==> config.mk <==
export PLATFORM = sky130hd
export DESIGN_NAME = rendezvous_channel_fifo
export DESIGN_NICKNAME = d
export VERILOG_FILES = /design/src/rtl/rcf_pkg.sv /design/src/rtl/rendezvous_channel_fifo.sv /design/src/rtl/rcf_ram.sv /design/src/rtl/rcf_ctrl.sv /design/src/rtl/rcf_datapath.sv
export SDC_FILE = /design/constraint.sdc
export NUM_CORES = 1
export LEC_CHECK = 0
export BUFFER_PORTS_ARGS = -buffer_cell sky130_fd_sc_hd__buf_2
export CORE_MARGIN = 5
export CORE_UTILIZATION = 50
export CTS_CLUSTER_SIZE = 8
export DETAILED_ROUTE_END_ITERATION = 10
export PLACE_DENSITY = 0.71
export SYNTH_ARGS = -nofsm -noshare
export SYNTH_HDL_FRONTEND = slang
export SYNTH_SLANG_ARGS = --single-unit
==> constraint.sdc <==
create_clock -name clk -period 3.6 [get_ports clk]
set_clock_uncertainty 0.2 [all_clocks]
set_input_delay 0.18 -clock clk [delete_from_list [all_inputs] [get_ports clk]]
set_output_delay 0.18 -clock clk [all_outputs]
set_load 0.05 [all_outputs]
==> src/rtl/rcf_pkg.sv <==
// Shared types, constants and helpers for the rendezvous channel FIFO.
// No dependencies; every rtl file but rcf_ram refers to it by scoped names.
package rcf_pkg;

  // Storage and field sizes
  localparam int DEPTH      = 16;
  localparam int VALUE_BITS = 32;
  localparam int TASK_BITS  = 8;
  localparam int CAP_W      = 5;
  localparam int KIND_W     = 3;
  localparam int STATUS_W   = 2;
  localparam int IDX_W      = (DEPTH > 1) ? $clog2(DEPTH) : 1;
  localparam int CNT_W      = $clog2(DEPTH + 1);

  localparam logic [CAP_W-1:0] CAP_RESET = CAP_W'(16);

  // Word layouts
  localparam int S_FIELD_BITS = VALUE_BITS + TASK_BITS;
  localparam int S_TDATA_W    = ((S_FIELD_BITS + 7) / 8) * 8;
  localparam int M_FIELD_BITS = 1 + STATUS_W + VALUE_BITS + 1 + TASK_BITS + 1 + 1;
  localparam int M_TDATA_W    = ((M_FIELD_BITS + 7) / 8) * 8;

  // Operation codes
  typedef enum logic [KIND_W-1:0] {
    KIND_TRY_SEND = 3'd0,
    KIND_TRY_RECV = 3'd1,
    KIND_SEND     = 3'd2,
    KIND_RECV     = 3'd3,
    KIND_CLOSE    = 3'd4
  } kind_t;

  // Result status codes
  typedef enum logic [STATUS_W-1:0] {
    STAT_DONE   = 2'd0,
    STAT_BLOCK  = 2'd1,
    STAT_CLOSED = 2'd2,
    STAT_PARKED = 2'd3
  } status_t;

  // Controller states
  typedef enum logic {
    ST_IDLE = 1'b0,
    ST_EXEC = 1'b1
  } state_t;

  // Commands from controller to datapath
  typedef struct packed {
    logic capture;  // latch the incoming word
    logic commit;   // apply the operation and load the result register
  } ctrl_cmd_t;

  // Ring index advance, wrapping at the live capacity
  function automatic logic [IDX_W-1:0] next_index(input logic [IDX_W-1:0] idx,
                                                  input logic [CNT_W-1:0] cap);
    logic [CNT_W-1:0] inc;
    inc = CNT_W'(idx) + CNT_W'(1);
    if (inc >= cap) begin
      next_index = '0;
    end else begin
      next_index = IDX_W'(inc);
    end
  endfunction

endpackage

==> src/rtl/rendezvous_channel_fifo.sv <==
// Top level of the rendezvous channel FIFO: stream ports, controller and datapath.
// Depends on rcf_pkg, rcf_ctrl, rcf_datapath (and rcf_ram beneath it).
// Sequencing: an accepted word is captured, then executed, which raises m_tvalid;
//   execution waits while an earlier result is held and not being taken.
//   A new word is accepted only after the last one has executed against the
//   registered read of the slot store.
// Reset (rst, synchronous): capacity 16, channel empty and open, no task parked,
//   s_tready low. Slot store contents are not cleared and are only read once written.
module rendezvous_channel_fifo (
  input  logic                          clk,
  input  logic                          rst,
  input  logic                          s_tvalid,
  output logic                          s_tready,
  input  logic [rcf_pkg::S_TDATA_W-1:0] s_tdata,   // send_value, task_id
  input  logic [rcf_pkg::KIND_W-1:0]    s_tuser,   // kind
  output logic                          m_tvalid,
  input  logic                          m_tready,
  // ok, status, recv_value, woken_valid, woken_task, handoff, is_closed, zero pad
  output logic [rcf_pkg::M_TDATA_W-1:0] m_tdata,
  input  logic                          cfg_wr_en,
  input  logic [rcf_pkg::CAP_W-1:0]     cfg_wr_data
);

  rcf_pkg::ctrl_cmd_t cmd;

  // Sequencing
  rcf_ctrl u_ctrl (
    .clk     (clk),
    .rst     (rst),
    .s_tvalid(s_tvalid),
    .s_tready(s_tready),
    .m_tvalid(m_tvalid),
    .m_tready(m_tready),
    .cmd     (cmd)
  );

  // Channel state and operation logic
  rcf_datapath u_dp (
    .clk        (clk),
    .rst        (rst),
    .cmd        (cmd),
    .s_tdata    (s_tdata),
    .s_tuser    (s_tuser),
    .cfg_wr_en  (cfg_wr_en),
    .cfg_wr_data(cfg_wr_data),
    .m_tdata    (m_tdata)
  );

endmodule

==> src/rtl/rcf_ram.sv <==
// Generic single-write, single-read RAM with registered read data.
// Standalone; no package dependency.
module rcf_ram #(
  parameter int WIDTH = 32,
  parameter int DEPTH = 16
) (
  input  logic                                    clk,
  input  logic                                    we,
  input  logic [((DEPTH > 1) ? $clog2(DEPTH) : 1)-1:0] waddr,
  input  logic [WIDTH-1:0]                        wdata,
  input  logic [((DEPTH > 1) ? $clog2(DEPTH) : 1)-1:0] raddr,
  output logic [WIDTH-1:0]                        rdata
);

  logic [WIDTH-1:0] mem [DEPTH];

  // Write port and registered read port
  always_ff @(posedge clk) begin
    if (we) begin
      mem[waddr] <= wdata;
    end
    rdata <= mem[raddr];
  end

endmodule

==> src/rtl/rcf_ctrl.sv <==
// Controller for the rendezvous channel FIFO: accept/execute sequencing
// and output word valid. Depends on rcf_pkg.
module rcf_ctrl (
  input  logic              clk,
  input  logic              rst,
  input  logic              s_tvalid,
  output logic              s_tready,
  output logic              m_tvalid,
  input  logic              m_tready,
  output rcf_pkg::ctrl_cmd_t cmd
);

  rcf_pkg::state_t state, state_next;
  logic            out_valid, out_valid_next;

  // State and output-valid registers
  always_ff @(posedge clk) begin
    if (rst) begin
      state     <= rcf_pkg::ST_IDLE;
      out_valid <= 1'b0;
    end else begin
      state     <= state_next;
      out_valid <= out_valid_next;
    end
  end

  // Next state and commands
  always_comb begin
    state_next  = state;
    cmd.capture = 1'b0;
    cmd.commit  = 1'b0;
    s_tready    = 1'b0;
    unique case (state)
      rcf_pkg::ST_IDLE: begin
        // no word is taken while reset is held
        s_tready = !rst;
        if (s_tvalid && !rst) begin
          cmd.capture = 1'b1;
          state_next  = rcf_pkg::ST_EXEC;
        end
      end
      rcf_pkg::ST_EXEC: begin
        // wait until the result register is free or draining
        if (!out_valid || m_tready) begin
          cmd.commit = 1'b1;
          state_next = rcf_pkg::ST_IDLE;
        end
      end
      default: state_next = rcf_pkg::ST_IDLE;
    endcase

    if (cmd.commit) begin
      out_valid_next = 1'b1;
    end else if (m_tready) begin
      out_valid_next = 1'b0;
    end else begin
      out_valid_next = out_valid;
    end
  end

  assign m_tvalid = out_valid;

  // Checks
  a_commit_shows: assert property (@(posedge clk) disable iff (rst)
    cmd.commit |=> m_tvalid)
    else $error("result not presented after commit");

  a_capture_exec: assert property (@(posedge clk) disable iff (rst)
    cmd.capture |=> (state == rcf_pkg::ST_EXEC))
    else $error("captured word not executed");

  a_no_overwrite: assert property (@(posedge clk) disable iff (rst)
    (m_tvalid && !m_tready) |-> !cmd.commit)
    else $error("pending result overwritten");

endmodule

==> src/rtl/rcf_datapath.sv <==
// Datapath for the rendezvous channel FIFO: capacity register, ring state,
// parked slots, operation logic and result register. Depends on rcf_pkg, rcf_ram.
module rcf_datapath (
  input  logic                          clk,
  input  logic                          rst,
  input  rcf_pkg::ctrl_cmd_t            cmd,
  input  logic [rcf_pkg::S_TDATA_W-1:0] s_tdata,
  input  logic [rcf_pkg::KIND_W-1:0]    s_tuser,
  input  logic                          cfg_wr_en,
  input  logic [rcf_pkg::CAP_W-1:0]     cfg_wr_data,
  output logic [rcf_pkg::M_TDATA_W-1:0] m_tdata
);

  localparam int VB = rcf_pkg::VALUE_BITS;
  localparam int TB = rcf_pkg::TASK_BITS;
  localparam int IW = rcf_pkg::IDX_W;
  localparam int CW = rcf_pkg::CNT_W;

  // Captured operation
  rcf_pkg::kind_t op_kind;
  logic [VB-1:0]  op_value;
  logic [TB-1:0]  op_task;

  // Channel state
  logic [rcf_pkg::CAP_W-1:0] capacity;
  logic [IW-1:0] read_index, read_index_next;
  logic [IW-1:0] write_index, write_index_next;
  logic [CW-1:0] fill_count, fill_count_next;
  logic          closed_flag, closed_flag_next;
  logic          sender_parked, sender_parked_next;
  logic [TB-1:0] tx_wait_task, tx_wait_task_next;
  logic [VB-1:0] pending_value, pending_value_next;
  logic          receiver_parked, receiver_parked_next;
  logic [TB-1:0] rx_wait_task, rx_wait_task_next;

  // Result register
  logic                res_ok, ok_next;
  rcf_pkg::status_t    res_status, status_next;
  logic [VB-1:0]       res_recv, recv_next;
  logic                res_wv, wv_next;
  logic [TB-1:0]       res_wt, wt_next;
  logic                res_handoff, handoff_next;
  logic                res_closed;

  // Slot store port signals
  logic          ram_we;
  logic [VB-1:0] ram_wdata;
  logic [VB-1:0] ram_rdata;

  logic [CW-1:0] cap;
  logic          cap_zero;
  logic          full;
  logic          can_pop;
  logic          send_blocked;

  // Slot store; read port always addresses the head slot
  rcf_ram #(
    .WIDTH(VB),
    .DEPTH(rcf_pkg::DEPTH)
  ) u_slots (
    .clk  (clk),
    .we   (ram_we),
    .waddr(write_index),
    .wdata(ram_wdata),
    .raddr(read_index),
    .rdata(ram_rdata)
  );

  // Capacity register
  always_ff @(posedge clk) begin
    if (rst) begin
      capacity <= rcf_pkg::CAP_RESET;
    end else if (cfg_wr_en) begin
      capacity <= cfg_wr_data;
    end
  end

  // Live capacity, clamped to the store depth
  assign cap = (32'(capacity) > 32'(rcf_pkg::DEPTH)) ? CW'(rcf_pkg::DEPTH) : CW'(capacity);
  assign cap_zero = (cap == '0);
  assign full     = (fill_count >= cap);
  assign can_pop  = !cap_zero && (fill_count != '0);

  // Capture incoming word
  always_ff @(posedge clk) begin
    if (cmd.capture) begin
      op_kind  <= rcf_pkg::kind_t'(s_tuser);
      op_value <= s_tdata[VB-1:0];
      op_task  <= s_tdata[VB+TB-1:VB];
    end
  end

  // Operation logic
  always_comb begin
    read_index_next      = read_index;
    write_index_next     = write_index;
    fill_count_next      = fill_count;
    closed_flag_next     = closed_flag;
    sender_parked_next   = sender_parked;
    tx_wait_task_next    = tx_wait_task;
    pending_value_next   = pending_value;
    receiver_parked_next = receiver_parked;
    rx_wait_task_next    = rx_wait_task;
    ok_next      = 1'b0;
    status_next  = rcf_pkg::STAT_DONE;
    recv_next    = '0;
    wv_next      = 1'b0;
    wt_next      = '0;
    handoff_next = 1'b0;
    ram_we       = 1'b0;
    ram_wdata    = op_value;
    send_blocked = 1'b0;

    unique case (op_kind) inside
      rcf_pkg::KIND_TRY_SEND, rcf_pkg::KIND_SEND: begin
        if (closed_flag) begin
          status_next = rcf_pkg::STAT_CLOSED;
        end else if (cap_zero) begin
          // unbuffered: hand straight to a parked receiver
          if (receiver_parked) begin
            recv_next            = op_value;
            pending_value_next   = op_value;
            receiver_parked_next = 1'b0;
            wv_next              = 1'b1;
            wt_next              = rx_wait_task;
            handoff_next         = 1'b1;
            ok_next              = 1'b1;
          end else begin
            send_blocked = 1'b1;
          end
        end else if (full) begin
          send_blocked = 1'b1;
        end else begin
          ram_we           = 1'b1;
          write_index_next = rcf_pkg::next_index(write_index, cap);
          fill_count_next  = fill_count + CW'(1);
          if (receiver_parked) begin
            receiver_parked_next = 1'b0;
            wv_next              = 1'b1;
            wt_next              = rx_wait_task;
          end
          ok_next = 1'b1;
        end
        // blocking send parks instead of reporting would-block
        if (send_blocked) begin
          if (op_kind == rcf_pkg::KIND_SEND) begin
            tx_wait_task_next  = op_task;
            pending_value_next = op_value;
            sender_parked_next = 1'b1;
            ok_next            = 1'b1;
            status_next        = rcf_pkg::STAT_PARKED;
          end else begin
            status_next = rcf_pkg::STAT_BLOCK;
          end
        end
      end
      rcf_pkg::KIND_TRY_RECV, rcf_pkg::KIND_RECV: begin
        if (can_pop) begin
          recv_next       = ram_rdata;
          read_index_next = rcf_pkg::next_index(read_index, cap);
          fill_count_next = fill_count - CW'(1);
          if (sender_parked) begin
            // refill the freed slot; value dropped if still no room
            if (fill_count <= cap) begin
              ram_we           = 1'b1;
              ram_wdata        = pending_value;
              write_index_next = rcf_pkg::next_index(write_index, cap);
              fill_count_next  = fill_count;
            end
            sender_parked_next = 1'b0;
            wv_next            = 1'b1;
            wt_next            = tx_wait_task;
          end
          ok_next = 1'b1;
        end else if (sender_parked) begin
          recv_next          = pending_value;
          sender_parked_next = 1'b0;
          wv_next            = 1'b1;
          wt_next            = tx_wait_task;
          ok_next            = 1'b1;
        end else if (closed_flag) begin
          status_next = rcf_pkg::STAT_CLOSED;
        end else if (op_kind == rcf_pkg::KIND_RECV) begin
          rx_wait_task_next    = op_task;
          receiver_parked_next = 1'b1;
          ok_next              = 1'b1;
          status_next          = rcf_pkg::STAT_PARKED;
        end else begin
          status_next = rcf_pkg::STAT_BLOCK;
        end
      end
      rcf_pkg::KIND_CLOSE: begin
        closed_flag_next = 1'b1;
        ok_next          = 1'b1;
      end
      default: begin
        // unknown kind: no effect
      end
    endcase

    if (!cmd.commit) begin
      ram_we = 1'b0;
    end
  end

  // Channel state registers
  always_ff @(posedge clk) begin
    if (rst) begin
      read_index      <= '0;
      write_index     <= '0;
      fill_count      <= '0;
      closed_flag     <= 1'b0;
      sender_parked   <= 1'b0;
      tx_wait_task    <= '0;
      pending_value   <= '0;
      receiver_parked <= 1'b0;
      rx_wait_task    <= '0;
    end else if (cmd.commit) begin
      read_index      <= read_index_next;
      write_index     <= write_index_next;
      fill_count      <= fill_count_next;
      closed_flag     <= closed_flag_next;
      sender_parked   <= sender_parked_next;
      tx_wait_task    <= tx_wait_task_next;
      pending_value   <= pending_value_next;
      receiver_parked <= receiver_parked_next;
      rx_wait_task    <= rx_wait_task_next;
    end
  end

  // Result register
  always_ff @(posedge clk) begin
    if (cmd.commit) begin
      res_ok      <= ok_next;
      res_status  <= status_next;
      res_recv    <= recv_next;
      res_wv      <= wv_next;
      res_wt      <= wt_next;
      res_handoff <= handoff_next;
      res_closed  <= closed_flag_next;
    end
  end

  assign m_tdata = rcf_pkg::M_TDATA_W'({res_closed, res_handoff, res_wt, res_wv,
                                        res_recv, res_status, res_ok});

  // Checks
  a_fill_bound: assert property (@(posedge clk) disable iff (rst)
    fill_count <= CW'(rcf_pkg::DEPTH))
    else $error("fill count beyond store depth");

  a_write_on_commit: assert property (@(posedge clk) disable iff (rst)
    ram_we |-> cmd.commit)
    else $error("slot write outside commit");

  a_handoff_wakes: assert property (@(posedge clk) disable iff (rst)
    cmd.commit && handoff_next |=> res_wv && res_ok)
    else $error("handoff without woken receiver");

endmodule

After elaboration in Yosys (flattened, before gate mapping)
Memory sizes are Yosys's and may differ from the RTL's. A register that Yosys moved wholly into a read port is not among the register bits.
Cells that the tools add are included.
{"block": "classes", "muxes": 97, "n_bitwise": 6, "add_sub_neg": 4, "n_lt_le_gt_ge": 5, "n_eq_ne": 18, "n_reduce_logical": 22}
{"op": "two-way mux 32 bit", "n": 14}
{"op": "one-hot mux 32 bit (2 select lines)", "n": 1}
{"op": "two-way mux 1 bit", "n": 45}
{"op": "two-way mux 8 bit", "n": 5}
{"op": "two-way mux 5 bit", "n": 7}
{"op": "two-way mux 4 bit", "n": 8}
{"op": "one-hot mux 8 bit (2 select lines)", "n": 1}
{"op": "AND reduction 8 bit", "n": 2}
{"op": ">= comparator 5 bit", "n": 3}
{"op": "two-way mux 2 bit", "n": 7}
{"op": "!= test 2 x 1 -> 1 bit, second input constant", "n": 6}
{"op": "!= test 2 bit, second input constant", "n": 6}
{"op": "adder 4 x 1 -> 5 bit, second input constant", "n": 2}
{"op": "one-hot mux 1 bit (2 select lines)", "n": 5}
{"op": "one-hot mux 5 bit (2 select lines)", "n": 1}
{"op": "one-hot mux 4 bit (2 select lines)", "n": 1}
{"op": "AND reduction 4 bit", "n": 2}
{"op": "AND reduction 7 bit", "n": 1}
{"op": "== test 3 x 2 -> 1 bit, second input constant", "n": 2}
{"op": "NOT 1 bit", "n": 6}
{"op": "AND reduction 6 bit", "n": 1}
{"op": "adder 5 x 1 -> 5 bit, second input constant", "n": 1}
{"op": "greater-than comparator 5 bit, second input constant", "n": 1}
{"op": "<= comparator 5 bit", "n": 1}
{"op": "18 further kinds", "n": 23}
{"block": "word_totals", "input_bits": 53, "mem_bits_rw": 512, "word_cells": 175, "n_memories": 1, "reg_bits": 160, "out_inout_bits": 50}
{"name": "u_dp.u_slots.mem", "words": 16, "width": 32, "rd": 1, "rd_ports_with_merged_regs": 1, "write_ports": 1, "line_no": "rcf_ram.sv:15", "text": "logic [WIDTH-1:0] mem [DEPTH];"}

Logic depth before layout (Yosys ltp)
{"block": "depth", "word_depth": 10, "mapped_depth": 11, "ltp_nobuf": 9}

By module
Synthesis repeated with hierarchy kept, for this count alone.
{"block": "hier_totals", "hier_cells": 1472, "hier_area_um2": 27171.1}
{"module": "rcf_ram", "seq_area_each_um2": 16015.4, "area_per_inst_um2": 19836.5, "cells_each": 838, "n_inst": 1}
{"module": "rcf_datapath", "seq_area_each_um2": 4053.9, "area_per_inst_um2": 7233.2, "cells_each": 623, "n_inst": 1}
{"module": "rcf_ctrl", "seq_area_each_um2": 40.0, "area_per_inst_um2": 101.3, "cells_each": 11, "n_inst": 1}

Least setup slack after synthesis
OpenSTA, ideal clock, no wires.
{"block": "synth_timing", "path_kind": "reg-to-reg", "start": "register u_ctrl.out_valid, in the netlist u_ctrl.m_tvalid", "end": "register u_dp.read_index[2]", "required_time_ps": 3329, "slack_ps": -573, "setup_time_ps": 71, "period_less_slack_ps": 4173, "stages_incl_launch_ff": 7, "arrival_time_ps": 3903, "path_buffers": 0, "cell_sequence": "dfxtp_1 -> nor2b_1 -> nor2_1 -> nand4_1 -> nor3b_1 -> o21ai_0 -> a21oi_1"}
{"element": "from (decl)", "line_no": "rcf_ctrl.sv:14", "text": "logic out_valid, out_valid_next;"}
{"element": "from (signal assigned)", "line_no": "rcf_ctrl.sv:23", "text": "out_valid <= out_valid_next;"}
{"element": "to (signal assigned)", "line_no": "rcf_datapath.sv:219", "text": "read_index <= read_index_next;"}
{"element": "to (decl)", "line_no": "rcf_datapath.sv:26", "text": "logic [IW-1:0] read_index, read_index_next;"}

Final worst setup path
{"block": "layout_timing", "start": "register u_dp.capacity[4] (netlist name)", "end": "memory u_dp.u_slots.mem[4][23], enable pin"}
{"block": "layout_between", "elab_chain_len": 10, "word_cells_on_any_way": 17, "classes_between": "order compare (3); mux (11); reduce/logical (3)"}
{"element": "from (decl)", "line_no": "rcf_datapath.sv:25", "text": "logic [rcf_pkg::CAP_W-1:0] capacity;"}
{"element": "from (signal assigned)", "line_no": "rcf_datapath.sv:72", "text": "capacity <= rcf_pkg::CAP_RESET;"}
{"element": "from (signal assigned)", "line_no": "rcf_datapath.sv:74", "text": "capacity <= cfg_wr_data;"}
{"element": "greater-than comparator 5 bit", "line_no": "rcf_datapath.sv:79", "text": "assign cap = (32'(capacity) > 32'(rcf_pkg::DEPTH)) ? CW'(rcf_pkg::DEPTH) : CW'(capacity);"}
{"element": "two-way mux 5 bit *", "line_no": "rcf_datapath.sv:79"}
{"element": "<= comparator 5 bit (tied with other cells)", "line_no": "rcf_datapath.sv:164", "text": "if (fill_count <= cap) begin"}
{"element": "two-way mux 1 bit (tied with other cells)", "line_no": "rcf_datapath.sv:164"}
{"element": "two-way mux 1 bit (tied with other cells)", "line_no": "rcf_datapath.sv:162", "text": "if (sender_parked) begin"}
{"element": "two-way mux 1 bit (on tied branches)", "line_no": "rcf_datapath.sv:158, rcf_datapath.sv:116"}
{"element": "one-hot mux 1 bit (2 select lines) *", "line_no": "rcf_datapath.sv:114", "text": "unique case (op_kind) inside"}
{"element": "two-way mux 1 bit *", "line_no": "rcf_datapath.sv:201", "text": "if (!cmd.commit) begin"}
{"element": "two-way mux 1 bit *", "line_no": "rcf_ram.sv:19", "text": "if (we) begin"}
{"element": "two-way mux 1 bit (implied by the code) *", "line_no": "rcf_ram.sv:20", "text": "mem[waddr] <= wdata;"}
{"element": "to (decl)", "line_no": "rcf_ram.sv:15"}
Every way passes the cells marked *; elsewhere a longest branch is shown, timed or not.

==> results.yml <==
run_status:
  status: "complete, no violations"
job:
  maxCapViolCount: 0
floorplanning:
  start_util_pct: 50.4
  coreArea_sq_mm: 0.0537
  num_io_pins: 103
  row_count: 85
  die_w_um: 243
  dieArea_sq_mm: 0.0589
  die_height_um: 243
clock_tree:
  root_buffer: "clkbuf_16"
  cts_setup_buffers: 0
  clock_latency_ps: 640
  clock_sinks: 704
  path_clk_slew_ps: 50
  htreeDepth: 3
  cts_buffers: 98
  cts_tree: "done"
  clockBufferDepth: 3
placed_design:
  dpl_cell_area_sq_mm: 0.0289
  numPortBuffers: 100
  routabilityCongestion: 0.770
  post-dp-hpwl_um: 34900
synthesis:
  synthFlopType: "edfxtp_1"
  synth_area_sq_mm: 0.0271
  syn_area_per_cell_sq_um: 19.9
  yosys.cell_types.count: 56
  seq_area_frac_synth_pct: 74.2
  async_flop_share_pct: 0
  synth-edff-count: 601
  synth_top_area_cell: "edfxtp_1"
  synth.area.top_cells: "edfxtp_1, mux4_2, dfxtp_1"
  synth_warnings: 0
  synthCells: 1359
  ys_ff_latch: 704
  synth_top_area_share_pct: 66.6
critical_path:
  slowest_delay_ps: 340
  worst-path-buf-inv: 3
  r2r_start: "u_dp.capacity[4]$_SDFFE_PP1P_"
  crit_fanout: 20
  rrSetupSlack_ps: 260
  crit_start: "u_dp.capacity[4]$_SDFFE_PP1P_"
  end_kind: "register"
  worstPathArrival_ps: 3470
  start_kind: "register"
  slowest_stage: "dfxtp_1"
  crit_top_cell: "and3_1"
  crit_type: "register to register"
  crit_family: "simple AND/OR/NAND/NOR gates"
  path_cells: "inv_1 -> nand2_1 -> ha_1 -> a21o_1 -> a21oi_2 -> and3_1 -> and3_1 -> o21a_1 -> buf_12 -> and3_2 -> buf_4"
  crit_required_ps: 3730
routing:
  wirelength_um: 61100
  vias_per_cell: 5.86
  drc_errors: 0
  drtIter0Drc: 1470
  dr.pass1.iters: 5
  ant_nets: 0
  wl_per_cell_um: 25.7
  vias: 13900
cells_and_area:
  n_fill_cell: 3692
  final_cell_mix: "edfxtp_1, mux4_2, buf_2"
  final_common_cell: "edfxtp_1"
  drive_gt1_share_pct: 29.4
  layout.nets: 1677
  n_antenna_cell: 0
  post-route-util_pct: 60.2
  design_area_sq_mm: 0.0324
  syn_to_final_growth_pct: 19.4
sta:
  grt_setup_unrepaired: "no"
  hold_viol: 0
  finalSetupViolations: 0
  tightest_slew_ps: 974
  hold_ws_ps: 39.7
  fmax_ghz: 0.299
  finalMaxSlewViolations: 0
  finalSetupTns_ps: 0
  fin_crit_ps: 3340
  max-slew-margin-rel_pct: 34.9
  period_share_pct: 92.8
power_and_ir_drop:
  swShare_pct: 20.4
  p_int_uw: 14300
  switching_power_uw: 3650
  vdd_ir_drop_max_mv: 0.454
  p_leak_uw: 0.0111
  seqPwrFrac_pct: 49.8
  power_density_mw_per_mm2: 554
  power_frac_clock_pct: 47.7
  comb_power_share_pct: 2.5
global_routing:
  grt_pass1_vias: 14600
  antenna_found_initial: 0
  grt_pass1_wl_um: 92400
  grt_max_degree: 61
  track_usage_pct: 20.8
  overflow: 0
hold_path:
  worstHoldPathType: "primary input to register"
  hold_start: "s_tdata[3]"
-- path summary, 6_finish.rpt --
| path | endpoint | cells past startpoint |
|---|---|---|
| max | u_dp.u_slots.mem[4][23]$_DFFE_PP_ | 11 |
| min | u_dp.op_value[3]$_DFFE_PP_ | 2 |
| max reg2reg | u_dp.u_slots.mem[4][23]$_DFFE_PP_ | 11 |
| min reg2reg | u_dp.tx_wait_task[7]$_SDFFE_PP0P_ | 2 |
-- cell usage after synthesis, types with 2 or more instances --
library cell / count
edfxtp_1: 601
mux4_2: 160
dfxtp_1: 103
nor2_1: 71
mux2i_1: 55
inv_1: 42
clkbuf_1: 41
mux2_2: 32
a222oi_1: 31
and3_1: 23
ha_1: 23
nand2_1: 22
a21oi_1: 20
buf_2: 20
a22o_1: 8
nor2b_1: 7
buf_1: 6
buf_4: 6
nand2b_1: 6
nor3_1: 6
o21ai_0: 6
xnor2_1: 6
a211oi_1: 5
a21o_1: 5
and2_1: 5
buf_6: 5
nand3_1: 4
nand4_1: 4
o21a_1: 4
a41oi_1: 2
nor3b_1: 2
o2111ai_1: 2
o211ai_1: 2
xor2_1: 2
-- sequential cells by signal, summed over array words and instances, names as in the netlist, 8 cells and up --
name / cells
u_dp.op_value: 32
u_dp.pending_value: 32
u_dp.rx_wait_task: 8
u_dp.res_wt: 8
u_dp.op_task: 8
u_dp.u_slots.rdata: 32
u_dp.tx_wait_task: 8
u_dp.res_recv: 32
u_dp.u_slots.mem: 512
-- power by group through the flow --
stage | clock (uW) | combinational (uW) | sequential (uW)
global route | 9110 | 481 | 8920
detailed placement | 0 | 395 | 9080
global placement | 0 | 385 | 9080
finish | 8540 | 446 | 8930
CTS | 8700 | 449 | 8930
floorplan | 0 | 202 | 9130
-- worst reg2reg max path: cells and delay by family (launching register included) --
| family | cells | cell delay (ps) |
|---|---|---|
| buffers and inverters | 3 | 560 |
| flip-flops | 1 | 340 |
| AO/OA/AOI/OAI | 3 | 590 |
| adder cells (fa/ha/maj) | 1 | 300 |
| AND/OR/NAND/NOR | 4 | 1020 |
-- repair_timing --
item	CTS	global route
hold endpoints to repair	61	0
hold buffers	58	0
gates resized for setup	0	1
endpoints found under the setup margin	0	102
-- layer usage --
| layer | vias to the layer above | part of all wire (%) | global-route usage [%] |
|---|---|---|---|
| met5 | - | 0 | 0 |
| met4 | 0 | 1.8 | 5.16 |
| met3 | 76 | 8.0 | 4.58 |
| met2 | 600 | 50 | 34.7 |
| li1 | 6055 | - | - |
| met1 | 7198 | 40 | 28.4 |
-- kinds of logic (layout without fill, tap and decap cells) --
| logic type | Yosys count | count (layout) | synth area share, % |
|---|---|---|---|
| adder cells (fa/ha/maj) | 24 | 24 | 1.14 |
| other | 1 | 2 | 0.0138 |
| buffers and inverters | 120 | 441 | 1.98 |
| AO/OA/AOI/OAI | 97 | 97 | 2.90 |
| multiplexers | 247 | 247 | 16.7 |
| flip-flops | 704 | 704 | 74.2 |
| XOR/XNOR | 8 | 8 | 0.259 |
| AND/OR/NAND/NOR | 158 | 158 | 2.82 |
-- final cells by class --
cell class | count | area, sq um | share of cell area [%]
Clock inverter | 8 | 141 | 0.437
Sequential cell | 704 | 20100 | 62.2
Inverter | 42 | 158 | 0.487
Tap cell | 696 | 871 | 2.69
Multi-Input combinational cell | 536 | 6510 | 20.1
Clock buffer | 173 | 2760 | 8.51
Timing Repair Buffer | 218 | 1810 | 5.58
-- metrics by stage --
step / worst slack (ps) / std cells / total power, uW
final: 259 / 2377 / 17900
after global routing: 73.0 / 2377 / 18500
after CTS: 113 / 2377 / 18100
after detailed placement: 128 / 2138 / 9480
after global placement: 251 / 2138 / 9470
after floorplan: 36.5 / 1360 / 9330
No activity file was read; power rests on OpenSTA's default activity.
